--- src/rtl/bga_pkg.sv ---
// Package for the bar graph autoscale block: widths, constants, codes and types.
// Shared by the interfaces, the divider and the top level; depends on nothing.
`default_nettype none

package bga_pkg;

  localparam int unsigned DOSE_W     = 32;
  localparam int unsigned FS_W       = 33;
  localparam int unsigned PIDX_W     = 5;
  localparam int unsigned BAR_W      = 6;
  localparam int unsigned COLOR_W    = 2;
  localparam int unsigned CFG_IDX_W  = 2;
  localparam int unsigned CFG_DATA_W = 32;

  localparam int unsigned POINTS_DEF     = 32;
  localparam int unsigned BAR_HEIGHT_DEF = 63;

  localparam int unsigned NUM_W     = DOSE_W + BAR_W;
  localparam int unsigned DEN_W     = FS_W;
  localparam int unsigned DIV_CNT_W = $clog2(NUM_W);

  localparam int unsigned RND_C_W = 17;

  localparam logic [DOSE_W-1:0] FS_FLOOR = DOSE_W'(50);
  localparam logic [DOSE_W-1:0] RND_T1   = DOSE_W'(1000);
  localparam logic [DOSE_W-1:0] RND_T2   = DOSE_W'(10000);
  localparam logic [DOSE_W-1:0] RND_T3   = DOSE_W'(100000);
  localparam logic [DOSE_W-1:0] RND_T4   = DOSE_W'(1000000);

  localparam logic [RND_C_W-1:0] RND_C1 = RND_C_W'(100);
  localparam logic [RND_C_W-1:0] RND_C2 = RND_C_W'(1000);
  localparam logic [RND_C_W-1:0] RND_C3 = RND_C_W'(10000);
  localparam logic [RND_C_W-1:0] RND_C4 = RND_C_W'(100000);

  localparam logic [COLOR_W-1:0] COLOR_NONE = 2'd0;
  localparam logic [COLOR_W-1:0] COLOR_L1   = 2'd1;
  localparam logic [COLOR_W-1:0] COLOR_L2   = 2'd2;
  localparam logic [COLOR_W-1:0] COLOR_L3   = 2'd3;

  localparam logic [CFG_IDX_W-1:0] CFG_LEVEL1 = 2'd0;
  localparam logic [CFG_IDX_W-1:0] CFG_LEVEL2 = 2'd1;
  localparam logic [CFG_IDX_W-1:0] CFG_LEVEL3 = 2'd2;

  typedef enum logic [3:0] {
    ST_LOAD,
    ST_CHECK,
    ST_NOUPD,
    ST_ROUND,
    ST_SCALE,
    ST_SCALE_W,
    ST_READ,
    ST_PT,
    ST_PT_W,
    ST_EMIT
  } bga_state_e;

  typedef struct packed {
    logic             start;
    logic [NUM_W-1:0] num;
    logic [DEN_W-1:0] den;
  } bga_div_req_t;

  typedef struct packed {
    logic             busy;
    logic             done;
    logic [NUM_W-1:0] quot;
    logic [DEN_W-1:0] rem;
  } bga_div_rsp_t;

endpackage

`default_nettype wire

--- src/rtl/bga_if.sv ---
// Valid/ready channel interfaces for dose input and bar result output.
// Depends on bga_pkg for the field widths.
`default_nettype none

interface bga_in_if;
  import bga_pkg::*;

  logic              valid;
  logic              ready;
  logic [DOSE_W-1:0] dose;
  logic              last_point;

  modport source (output valid, output dose, output last_point, input ready);
  modport sink (input valid, input dose, input last_point, output ready);
endinterface

interface bga_out_if;
  import bga_pkg::*;

  logic               valid;
  logic               ready;
  logic [PIDX_W-1:0]  point_index;
  logic [BAR_W-1:0]   bar_height;
  logic [COLOR_W-1:0] color_code;
  logic [BAR_W-1:0]   prev_bar_height;
  logic [COLOR_W-1:0] prev_color_code;
  logic [FS_W-1:0]    full_scale;
  logic               no_update;
  logic               last_result;

  modport source (
    output valid, output point_index, output bar_height, output color_code,
    output prev_bar_height, output prev_color_code, output full_scale,
    output no_update, output last_result, input ready
  );
  modport sink (
    input valid, input point_index, input bar_height, input color_code,
    input prev_bar_height, input prev_color_code, input full_scale,
    input no_update, input last_result, output ready
  );
endinterface

`default_nettype wire

--- src/rtl/bga_div.sv ---
// Shared restoring divider, one quotient bit per cycle, used for scale rounding,
// the scale divisor and every bar height. Depends on bga_pkg.
`default_nettype none

module bga_div (
  input  logic                  clk_i,
  input  logic                  rst_ni,
  input  bga_pkg::bga_div_req_t req_i,
  output bga_pkg::bga_div_rsp_t rsp_o
);
  import bga_pkg::*;

  logic                 busy_q;
  logic                 done_q;
  logic [DIV_CNT_W-1:0] cnt_q;
  logic [NUM_W-1:0]     quot_q;
  logic [DEN_W-1:0]     rem_q;
  logic [DEN_W-1:0]     den_q;

  logic [DEN_W:0]   trial;
  logic [DEN_W:0]   diff;
  logic             ge;
  logic [DEN_W-1:0] rem_d;
  logic [NUM_W-1:0] quot_d;

  always_comb begin
    trial  = {rem_q, quot_q[NUM_W-1]};
    diff   = trial - {1'b0, den_q};
    ge     = (trial >= {1'b0, den_q});
    rem_d  = ge ? diff[DEN_W-1:0] : trial[DEN_W-1:0];
    quot_d = {quot_q[NUM_W-2:0], ge};
  end

  always_ff @(posedge clk_i or negedge rst_ni) begin
    if (!rst_ni) begin
      busy_q <= 1'b0;
      done_q <= 1'b0;
      cnt_q  <= '0;
    end else if (req_i.start) begin
      busy_q <= 1'b1;
      done_q <= 1'b0;
      cnt_q  <= '0;
    end else if (busy_q) begin
      cnt_q <= cnt_q + DIV_CNT_W'(1);
      if (cnt_q == DIV_CNT_W'(NUM_W - 1)) begin
        busy_q <= 1'b0;
        done_q <= 1'b1;
      end
    end else begin
      done_q <= 1'b0;
    end
  end

  always_ff @(posedge clk_i) begin
    if (req_i.start) begin
      quot_q <= req_i.num;
      rem_q  <= '0;
      den_q  <= req_i.den;
    end else if (busy_q) begin
      quot_q <= quot_d;
      rem_q  <= rem_d;
    end
  end

  assign rsp_o.busy = busy_q;
  assign rsp_o.done = done_q;
  assign rsp_o.quot = quot_q;
  assign rsp_o.rem  = rem_q;

endmodule

`default_nettype wire

--- src/rtl/bar_graph_autoscale_core.sv ---
// Bar graph autoscale core: loads a frame of doses, rounds the maximum to a full
// scale and emits one scaled, colored bar per point. Depends on bga_pkg, bga_if, bga_div.
// Doses are accepted while a frame loads. Then the shared divider rounds the maximum when
// above RND_T1 (else it is floored at FS_FLOOR), gives the scale divisor and then each
// point's bar height; an all-zero frame gives a single no-update result instead.
// Reset clears thresholds to all ones, the previous bars to zero and the sequencer.
`default_nettype none

module bar_graph_autoscale_core #(
  parameter int unsigned POINTS     = bga_pkg::POINTS_DEF,
  parameter int unsigned BAR_HEIGHT = bga_pkg::BAR_HEIGHT_DEF
) (
  input  logic                           clk_i,
  input  logic                           rst_ni,
  bga_in_if.sink                         in_i,
  bga_out_if.source                      out_o,
  input  logic                           cfg_we_i,
  input  logic [bga_pkg::CFG_IDX_W-1:0]  cfg_idx_i,
  input  logic [bga_pkg::CFG_DATA_W-1:0] cfg_data_i
);
  import bga_pkg::*;

  localparam int unsigned IW = (POINTS > 1) ? $clog2(POINTS) : 1;
  localparam int unsigned CW = $clog2(POINTS + 1);

  bga_state_e state_q, state_d;

  logic [DOSE_W-1:0] lvl1_q, lvl2_q, lvl3_q;

  logic [DOSE_W-1:0]  max_q;
  logic [CW-1:0]      load_cnt_q;
  logic [IW-1:0]      idx_q;
  logic [FS_W-1:0]    fs_q;
  logic [FS_W-1:0]    fs_cur_q;
  logic [RND_C_W-1:0] rnd_c_q;
  logic [RND_C_W-1:0] rnd_c_d;
  logic               small_q;
  logic [DEN_W-1:0]   sdiv_q;
  logic [DOSE_W-1:0]  dv_q;
  logic [DOSE_W-1:0]  dv_d;
  logic [COLOR_W-1:0] color_q;
  logic [COLOR_W-1:0] color_d;
  logic [BAR_W-1:0]   h_q;
  logic [BAR_W-1:0]   h_d;

  logic [DOSE_W-1:0]          dose_mem [POINTS];
  logic [COLOR_W+BAR_W-1:0]   bar_mem [POINTS];
  logic [POINTS-1:0]          bar_vld_q;
  logic [DOSE_W-1:0]          dose_rd_q;
  logic [COLOR_W+BAR_W-1:0]   bar_rd_q;
  logic                       bar_rd_vld_q;
  logic [COLOR_W+BAR_W-1:0]   prev;

  logic               out_vld_q;
  logic [PIDX_W-1:0]  op_idx_q;
  logic [BAR_W-1:0]   op_h_q;
  logic [COLOR_W-1:0] op_c_q;
  logic [BAR_W-1:0]   op_ph_q;
  logic [COLOR_W-1:0] op_pc_q;
  logic [FS_W-1:0]    op_fs_q;
  logic               op_noupd_q;
  logic               op_last_q;

  bga_div_req_t div_req;
  bga_div_rsp_t div_rsp;

  logic in_rdy, acc, store, out_free, last_pt;
  logic fs_direct, fs_round, scale_done, rd_en, pt_start, h_ld, emit, noupd, frame_end;

  bga_div u_div (
    .clk_i  (clk_i),
    .rst_ni (rst_ni),
    .req_i  (div_req),
    .rsp_o  (div_rsp)
  );

  assign acc      = in_i.valid & in_rdy;
  assign store    = acc && (load_cnt_q < CW'(POINTS));
  assign out_free = !out_vld_q || out_o.ready;
  assign last_pt  = (idx_q == IW'(POINTS - 1));
  assign prev     = bar_rd_vld_q ? bar_rd_q : '0;

  always_comb begin
    if (max_q > RND_T4) begin
      rnd_c_d = RND_C4;
    end else if (max_q > RND_T3) begin
      rnd_c_d = RND_C3;
    end else if (max_q > RND_T2) begin
      rnd_c_d = RND_C2;
    end else begin
      rnd_c_d = RND_C1;
    end
  end

  always_comb begin
    dv_d = (CW'(idx_q) < load_cnt_q) ? dose_rd_q : '0;
    if (dv_d >= lvl3_q) begin
      color_d = COLOR_NONE;
    end else if (dv_d >= lvl2_q) begin
      color_d = COLOR_L3;
    end else if (dv_d >= lvl1_q) begin
      color_d = COLOR_L2;
    end else begin
      color_d = COLOR_L1;
    end
  end

  always_comb begin
    if (div_rsp.quot > NUM_W'(BAR_HEIGHT)) begin
      h_d = BAR_W'(BAR_HEIGHT);
    end else if (div_rsp.quot == '0 && dv_q != '0) begin
      h_d = BAR_W'(1);
    end else begin
      h_d = div_rsp.quot[BAR_W-1:0];
    end
  end

  always_comb begin
    state_d = state_q;
    unique case (state_q)
      ST_LOAD: begin
        if (acc && in_i.last_point) begin
          state_d = ST_CHECK;
        end
      end
      ST_CHECK: begin
        if (max_q == '0) begin
          state_d = ST_NOUPD;
        end else if (max_q > RND_T1) begin
          state_d = ST_ROUND;
        end else begin
          state_d = ST_SCALE;
        end
      end
      ST_NOUPD: begin
        if (out_free) begin
          state_d = ST_LOAD;
        end
      end
      ST_ROUND: begin
        if (div_rsp.done) begin
          state_d = ST_SCALE;
        end
      end
      ST_SCALE:   state_d = ST_SCALE_W;
      ST_SCALE_W: begin
        if (div_rsp.done) begin
          state_d = ST_READ;
        end
      end
      ST_READ:    state_d = ST_PT;
      ST_PT:      state_d = ST_PT_W;
      ST_PT_W: begin
        if (div_rsp.done) begin
          state_d = ST_EMIT;
        end
      end
      ST_EMIT: begin
        if (out_free) begin
          state_d = last_pt ? ST_LOAD : ST_READ;
        end
      end
      default:    state_d = ST_LOAD;
    endcase
  end

  always_comb begin
    in_rdy     = 1'b0;
    fs_direct  = 1'b0;
    fs_round   = 1'b0;
    scale_done = 1'b0;
    rd_en      = 1'b0;
    pt_start   = 1'b0;
    h_ld       = 1'b0;
    emit       = 1'b0;
    noupd      = 1'b0;
    frame_end  = 1'b0;
    div_req    = '0;
    unique case (state_q)
      ST_LOAD: in_rdy = 1'b1;
      ST_CHECK: begin
        if (max_q > RND_T1) begin
          div_req.start = 1'b1;
          div_req.num   = NUM_W'(max_q);
          div_req.den   = DEN_W'(rnd_c_d);
        end else if (max_q != '0) begin
          fs_direct = 1'b1;
        end
      end
      ST_NOUPD: begin
        if (out_free) begin
          noupd     = 1'b1;
          frame_end = 1'b1;
        end
      end
      ST_ROUND: fs_round = div_rsp.done;
      ST_SCALE: begin
        div_req.start = 1'b1;
        div_req.num   = NUM_W'(fs_q);
        div_req.den   = DEN_W'(BAR_HEIGHT);
      end
      ST_SCALE_W: scale_done = div_rsp.done;
      ST_READ: rd_en = 1'b1;
      ST_PT: begin
        pt_start      = 1'b1;
        div_req.start = 1'b1;
        div_req.num   = small_q ? NUM_W'(dv_d) * NUM_W'(BAR_HEIGHT) : NUM_W'(dv_d);
        div_req.den   = small_q ? fs_q : sdiv_q;
      end
      ST_PT_W: h_ld = div_rsp.done;
      ST_EMIT: begin
        if (out_free) begin
          emit      = 1'b1;
          frame_end = last_pt;
        end
      end
      default: ;
    endcase
  end

  assign in_i.ready = in_rdy;

  always_ff @(posedge clk_i or negedge rst_ni) begin
    if (!rst_ni) begin
      lvl1_q <= '1;
      lvl2_q <= '1;
      lvl3_q <= '1;
    end else if (cfg_we_i) begin
      unique case (cfg_idx_i)
        CFG_LEVEL1: lvl1_q <= cfg_data_i[DOSE_W-1:0];
        CFG_LEVEL2: lvl2_q <= cfg_data_i[DOSE_W-1:0];
        CFG_LEVEL3: lvl3_q <= cfg_data_i[DOSE_W-1:0];
        default: ;
      endcase
    end
  end

  always_ff @(posedge clk_i or negedge rst_ni) begin
    if (!rst_ni) begin
      state_q    <= ST_LOAD;
      max_q      <= '0;
      load_cnt_q <= '0;
      fs_cur_q   <= '0;
      bar_vld_q  <= '0;
      out_vld_q  <= 1'b0;
      idx_q      <= '0;
    end else begin
      state_q <= state_d;
      if (frame_end) begin
        max_q      <= '0;
        load_cnt_q <= '0;
      end else if (store) begin
        load_cnt_q <= load_cnt_q + CW'(1);
        if (in_i.dose > max_q) begin
          max_q <= in_i.dose;
        end
      end
      if (scale_done) begin
        idx_q <= '0;
      end else if (emit && !last_pt) begin
        idx_q <= idx_q + IW'(1);
      end
      if (emit) begin
        bar_vld_q[idx_q] <= 1'b1;
        if (last_pt) begin
          fs_cur_q <= fs_q;
        end
      end
      if (noupd || emit) begin
        out_vld_q <= 1'b1;
      end else if (out_o.ready) begin
        out_vld_q <= 1'b0;
      end
    end
  end

  always_ff @(posedge clk_i) begin
    if (div_req.start && state_q == ST_CHECK) begin
      rnd_c_q <= rnd_c_d;
    end
    if (fs_direct) begin
      fs_q <= (max_q < FS_FLOOR) ? FS_W'(FS_FLOOR) : FS_W'(max_q);
    end else if (fs_round) begin
      fs_q <= FS_W'(max_q) - div_rsp.rem + FS_W'(rnd_c_q);
    end
    if (scale_done) begin
      small_q <= (div_rsp.quot <= NUM_W'(1));
      sdiv_q  <= div_rsp.quot[DEN_W-1:0];
    end
    if (pt_start) begin
      dv_q    <= dv_d;
      color_q <= color_d;
    end
    if (h_ld) begin
      h_q <= h_d;
    end
  end

  always_ff @(posedge clk_i) begin
    if (store) begin
      dose_mem[load_cnt_q[IW-1:0]] <= in_i.dose;
    end
    if (rd_en) begin
      dose_rd_q <= dose_mem[idx_q];
    end
  end

  always_ff @(posedge clk_i) begin
    if (emit) begin
      bar_mem[idx_q] <= {color_q, h_q};
    end
    if (rd_en) begin
      bar_rd_q     <= bar_mem[idx_q];
      bar_rd_vld_q <= bar_vld_q[idx_q];
    end
  end

  always_ff @(posedge clk_i) begin
    if (noupd) begin
      op_idx_q   <= '0;
      op_h_q     <= '0;
      op_c_q     <= COLOR_NONE;
      op_ph_q    <= '0;
      op_pc_q    <= COLOR_NONE;
      op_fs_q    <= fs_cur_q;
      op_noupd_q <= 1'b1;
      op_last_q  <= 1'b1;
    end else if (emit) begin
      op_idx_q   <= PIDX_W'(idx_q);
      op_h_q     <= h_q;
      op_c_q     <= color_q;
      op_ph_q    <= prev[BAR_W-1:0];
      op_pc_q    <= prev[COLOR_W+BAR_W-1:BAR_W];
      op_fs_q    <= fs_q;
      op_noupd_q <= 1'b0;
      op_last_q  <= last_pt;
    end
  end

  assign out_o.valid           = out_vld_q;
  assign out_o.point_index     = op_idx_q;
  assign out_o.bar_height      = op_h_q;
  assign out_o.color_code      = op_c_q;
  assign out_o.prev_bar_height = op_ph_q;
  assign out_o.prev_color_code = op_pc_q;
  assign out_o.full_scale      = op_fs_q;
  assign out_o.no_update       = op_noupd_q;
  assign out_o.last_result     = op_last_q;

  a_div_no_restart: assert property (@(posedge clk_i) disable iff (!rst_ni)
    div_req.start |-> !div_rsp.busy)
    else $error("divider started while busy");

  a_load_bound: assert property (@(posedge clk_i) disable iff (!rst_ni)
    load_cnt_q <= CW'(POINTS))
    else $error("load count beyond frame size");

  a_frame_closes: assert property (@(posedge clk_i) disable iff (!rst_ni)
    (emit && last_pt) |=> (state_q == ST_LOAD && max_q == '0 && load_cnt_q == '0))
    else $error("frame state not cleared after last result");

endmodule

`default_nettype wire
--- src/flat_wrapper.sv ---
// flat-port wrapper written by rule: the top's interface ports become plain ports
module bar_graph_autoscale_core_flat import bga_pkg::*;
#(
  parameter int unsigned POINTS     = bga_pkg::POINTS_DEF,
  parameter int unsigned BAR_HEIGHT = bga_pkg::BAR_HEIGHT_DEF
)
  (clk_i, rst_ni, cfg_we_i, cfg_idx_i, cfg_data_i, in_i_valid, in_i_dose, in_i_last_point, in_i_ready, out_o_valid, out_o_point_index, out_o_bar_height, out_o_color_code, out_o_prev_bar_height, out_o_prev_color_code, out_o_full_scale, out_o_no_update, out_o_last_result, out_o_ready);
  bga_in_if in_i_i ();
  bga_out_if out_o_i ();
  input  logic clk_i;
  input  logic rst_ni;
  input  logic cfg_we_i;
  input  logic [bga_pkg::CFG_IDX_W-1:0] cfg_idx_i;
  input  logic [bga_pkg::CFG_DATA_W-1:0] cfg_data_i;
  input wire logic [$bits(in_i_i.valid)-1:0] in_i_valid;
  input wire logic [$bits(in_i_i.dose)-1:0] in_i_dose;
  input wire logic [$bits(in_i_i.last_point)-1:0] in_i_last_point;
  output wire logic [$bits(in_i_i.ready)-1:0] in_i_ready;
  output wire logic [$bits(out_o_i.valid)-1:0] out_o_valid;
  output wire logic [$bits(out_o_i.point_index)-1:0] out_o_point_index;
  output wire logic [$bits(out_o_i.bar_height)-1:0] out_o_bar_height;
  output wire logic [$bits(out_o_i.color_code)-1:0] out_o_color_code;
  output wire logic [$bits(out_o_i.prev_bar_height)-1:0] out_o_prev_bar_height;
  output wire logic [$bits(out_o_i.prev_color_code)-1:0] out_o_prev_color_code;
  output wire logic [$bits(out_o_i.full_scale)-1:0] out_o_full_scale;
  output wire logic [$bits(out_o_i.no_update)-1:0] out_o_no_update;
  output wire logic [$bits(out_o_i.last_result)-1:0] out_o_last_result;
  input wire logic [$bits(out_o_i.ready)-1:0] out_o_ready;
  assign in_i_i.valid = in_i_valid;
  assign in_i_i.dose = in_i_dose;
  assign in_i_i.last_point = in_i_last_point;
  assign in_i_ready = in_i_i.ready;
  assign out_o_valid = out_o_i.valid;
  assign out_o_point_index = out_o_i.point_index;
  assign out_o_bar_height = out_o_i.bar_height;
  assign out_o_color_code = out_o_i.color_code;
  assign out_o_prev_bar_height = out_o_i.prev_bar_height;
  assign out_o_prev_color_code = out_o_i.prev_color_code;
  assign out_o_full_scale = out_o_i.full_scale;
  assign out_o_no_update = out_o_i.no_update;
  assign out_o_last_result = out_o_i.last_result;
  assign out_o_i.ready = out_o_ready;
  bar_graph_autoscale_core #(.POINTS(POINTS), .BAR_HEIGHT(BAR_HEIGHT)) u_core (.clk_i(clk_i), .rst_ni(rst_ni), .in_i(in_i_i), .out_o(out_o_i), .cfg_we_i(cfg_we_i), .cfg_idx_i(cfg_idx_i), .cfg_data_i(cfg_data_i));
endmodule
--- config.mk ---
export PLATFORM = sky130hd
export DESIGN_NAME = bar_graph_autoscale_core_flat
export DESIGN_NICKNAME = d
export VERILOG_FILES = /design/src/rtl/bga_pkg.sv /design/src/rtl/bga_if.sv /design/src/rtl/bga_div.sv /design/src/rtl/bar_graph_autoscale_core.sv /design/src/flat_wrapper.sv
export SDC_FILE = /design/constraint.sdc
export NUM_CORES = 2
export LEC_CHECK = 0
export BUFFER_PORTS_ARGS = -buffer_cell sky130_fd_sc_hd__buf_2
export CORE_MARGIN = 3
export CORE_UTILIZATION = 33
export DETAILED_ROUTE_END_ITERATION = 10
export HOLD_SLACK_MARGIN = 0.12
export PLACE_DENSITY = 0.48
export SYNTH_ARGS = -nofsm -noshare
export SYNTH_HDL_FRONTEND = slang
export SYNTH_SLANG_ARGS = --single-unit
--- constraint.sdc ---
create_clock -name clk_i -period 12.65 [get_ports clk_i]
set_input_delay 3.1625 -clock clk_i [delete_from_list [all_inputs] [get_ports clk_i]]
set_output_delay 3.1625 -clock clk_i [all_outputs]
set_load 0.03 [all_outputs]
==> out/results.ini <==
[detailed_routing]
routedWlPerCell_um = 27.16
finalWirelength_mm = 242.1
drt_first_pass_iters = 5
drc = 0
ant_nets = 0
vias_per_cell = 5.296
drt_iter0_drc = 4056
vias = 47220

[synth]
synth.avg_cell_area_um2 = 15.32
synth_compound_area_frac = 0.07018
synth_seq_cells = 1815
syn_nets = 5738
yosysWarnings = 0
ys_seq_area_frac = 0.6498
synth_top_family_by_area = multiplexers
syn_area_um2 = 81530
synthArstFlopShare = 0.1196
ys_types = 95
synth-simple-area-share = 0.05768
synthAdderAreaFrac = 0.06297
synth_mux_area_frac = 0.1151
synth_edf_count = 1542
syn_inst = 5320
synth_top_flop_cell = edfxtp_1
synth-xor-area-share = 0.01268

[placement]
postPlaceCellArea_um2 = 86610
place_congestion = 0.8446
hpwl_mm = 153.8
portBuffers = 129

[floorplanning]
core_um2 = 244600
die_w_um = 503.0
placementRows = 181
die-area_um2 = 253000
die_h_um = 503.0
initial_core_util = 0.3333
num_io_pins = 130

[finish]
area_growth_pct = 14.19
drive_above_1_share = 0.2093
design_area_um2 = 93100
nNetsFinal = 5964

[grt]
grt_usage = 0.1903
grt_remaining_overflow = 0
grt_first_pass_wirelength_mm = 349.4
antenna_found_initial = 24
grt_max_degree = 109
first_global_vias = 48240

[worst_setup_path]
required_ns = 13.22
rrSetupSlack_ns = 5.26
critPathMaxFanout = 41
slowest_delay_ns = 0.73
crit_slowest_cell = dfrtp_1
cpLargestDelayFamily = adder cells
reg2reg_from = u_core.idx_q[4]
cp-start-kind = register
critical_path_buf_inv_count = 3
reg2reg_depth = 21
path_common_cell = fa_1
crit_chain = ha_1 -> a31oi_1 -> o21a_2 -> buf_4 -> and2_1 -> fa_1 -> fa_1 -> inv_1 -> fa_1 -> inv_1 -> ha_1 -> a211oi_1 -> nand2_1 -> nor2_1 -> o21ai_0 -> o21ai_0 -> a21o_1 -> a21oi_1 -> or2_2 -> and4_1 -> a221o_1
crit_arrival_ns = 7.96
cp-end-kind = register
r2r_end = u_core.u_div.quot_q[34]
path_class = register to register

[power_and_ir_drop]
p_leak_nw = 32.58
seqPwrFrac = 0.306
switchingPower_w = 0.009961
p_per_area_nw_per_um2 = 270.7
clkPwrFrac = 0.228
vdd_ir_drop_max_mv = 0.4318
swShare = 0.3952
internal_power_w = 0.01524
p_comb_frac = 0.466

[timing]
fmax_mhz = 135.3
finalSetupViolations = 0
skew_ns = 0.08439
final.min_clock_period_ns = 7.389
min_period_over_period = 0.5841
slew_viol_final = 0
hold_viol = 0
slew-limit-headroom = 0.1956
rsz0062_at_grt = false
tns_ns = 0
worstMarginPinSlew_ns = 1.207

[run_status]
status = complete, no violations

[hold_path]
hold_start = u_core.out_o.bar_height[1]
hold_end = u_core.out_o.bar_height[1]
min_path_cells = 2
hold_class = register to register

[cts]
cts_hold_buf = 0
clock_sinks = 1815
postCtsSetupBuffers = 0
clk_latency_ns = 0.89
cts.repair.resized = 0
path_clk_slew_ns = 0.06
cts_max_path_buffers = 3
cts_root_buffer = clkbuf_16
cts_made_buffers = 195
cts_tree = built
htreeDepth = 4

[flow_run]
max-cap-violations = 0

-- how the worst max path moves through the flow --
stage / endpoint / start / cells past startpoint
after global placement: u_core.u_div.quot_q[34] / u_core.idx_q[4] / 21
after detailed placement: u_core.u_div.quot_q[34] / u_core.idx_q[4] / 22
after global routing: u_core.u_div.quot_q[34] / u_core.idx_q[4] / 22
after floorplan: u_core.u_div.quot_q[34] / u_core.load_cnt_q[4] / 24
after CTS: u_core.u_div.quot_q[34] / u_core.idx_q[4] / 22
final: u_core.u_div.quot_q[34] / u_core.idx_q[4] / 21
-- area by class of cell --
type / instances / area, µm²
clock buffers: 252 / 5268
multi-input cells: 2831 / 26300
repair buffers: 254 / 1632
inverters: 449 / 1687
well taps: 3202 / 4006
flip-flops and latches: 1815 / 52980
diodes: 4 / 10.01
clock inverters: 109 / 1207
fillers: 22940 / 151500
-- power by group through the flow --
| stage | clock network, W | logic, W | registers [W] |
|---|---|---|---|
| floorplan | 0 | 0.00873 | 0.00769 |
| global placement | 0 | 0.0118 | 0.00784 |
| detailed placement | 0 | 0.0118 | 0.00784 |
| CTS | 0.00589 | 0.0118 | 0.00772 |
| global route | 0.00614 | 0.0132 | 0.00776 |
| finish | 0.00575 | 0.0117 | 0.00772 |
-- synthesized netlist by cell type (69+ instances only) --
cell type  instances  area, µm²
ha_1             258       3228
nand4_1           73      456.7
o21ai_0          125      625.6
nand2_1          347       1303
nor2_1           263      987.2
a21oi_1          176      880.8
clkbuf_1         155      581.8
mux2_2           105       1182
dfrtp_1          121       3028
a21o_1            69      518.0
mux4_2           328       7387
fa_1              88       1762
dfstp_2           96       2522
mux2i_1           81      810.8
inv_1            445       1670
a22oi_1          175       1314
xnor2_1           81      709.4
edfxtp_1        1542      46300
-- logic make-up (layout without fill, tap and decap cells) --
group / after synthesis / count (layout)
other: 0 / 4
buffers and inverters: 674 / 1064
muxes: 514 / 514
adders and majority gates: 360 / 360
AOI/OAI and AO/OA: 841 / 841
and+or+nand+nor: 998 / 998
xor gates and xnor gates: 118 / 118
DFF: 1815 / 1815
-- state kept, by name (all words and copies together) (netlist names), 8 cells and up --
register and flops:
u_core.sdiv_q 33, u_core.lvl2_q 32, u_core.out_o.full_scale 33, u_core.dv_q 32, u_core.rnd_c_q 10, u_core.u_div.den_q 33
u_core.u_div.quot_q 38, u_core.bar_mem 256, u_core.lvl1_q 32, u_core.bar_vld_q 32, u_core.dose_mem 1024, u_core.u_div.rem_q 33
u_core.fs_q 33, u_core.bar_rd_q 8, u_core.max_q 32, u_core.fs_cur_q 33, u_core.dose_rd_q 32, u_core.lvl3_q 32
-- worst min-delay path, delay by kind of cell (launching register included) --
kind               cells  cell delay [ns]
AOI/OAI and AO/OA      1             0.05
and+or+nand+nor        1             0.05
DFF                    1             0.31
-- through the flow --
stage	power (W)	setup slack (ns)	utilization	hold slack [ns]	instances
after floorplan	0.01642	6.503	-	0.4337	5320
after global placement	0.01960	5.356	0.3541	0.4405	8551
after detailed placement	0.01963	5.261	0.3541	0.4483	8551
after CTS	0.02547	5.250	0.3806	0.4623	8912
after global routing	0.02711	4.835	0.3806	0.4726	8912
final	0.02520	5.261	0.3806	0.4617	8916
-- routing by layer --
metal	track usage	wire length, µm	vias to the layer above
met2	0.3146	117000	1279
met1	0.2604	105700	24800
met4	0.04946	5993	10
li1	-	-	20790
met5	0	74	-
met3	0.03172	13360	335
-- cell usage in the layout, fill, tap and decap left out, types with 38 or more instances in the layout --
master	instances
dfrtp_1	118
nand2_1	345
nand4_1	73
buf_4	122
clkbuf_1	43
dfxtp_1	56
mux2i_1	81
xnor2_1	81
clkbuf_16	198
ha_1	258
a21o_1	69
a21oi_1	175
mux4_2	328
nand3_1	49
inv_1	445
mux2_2	105
or2_2	38
dfstp_2	96
fa_1	88
a22oi_1	175
edfxtp_1	1542
nor2_1	229
o21ai_0	125
buf_2	128
Note: power is estimated with default switching activity, not from simulation.
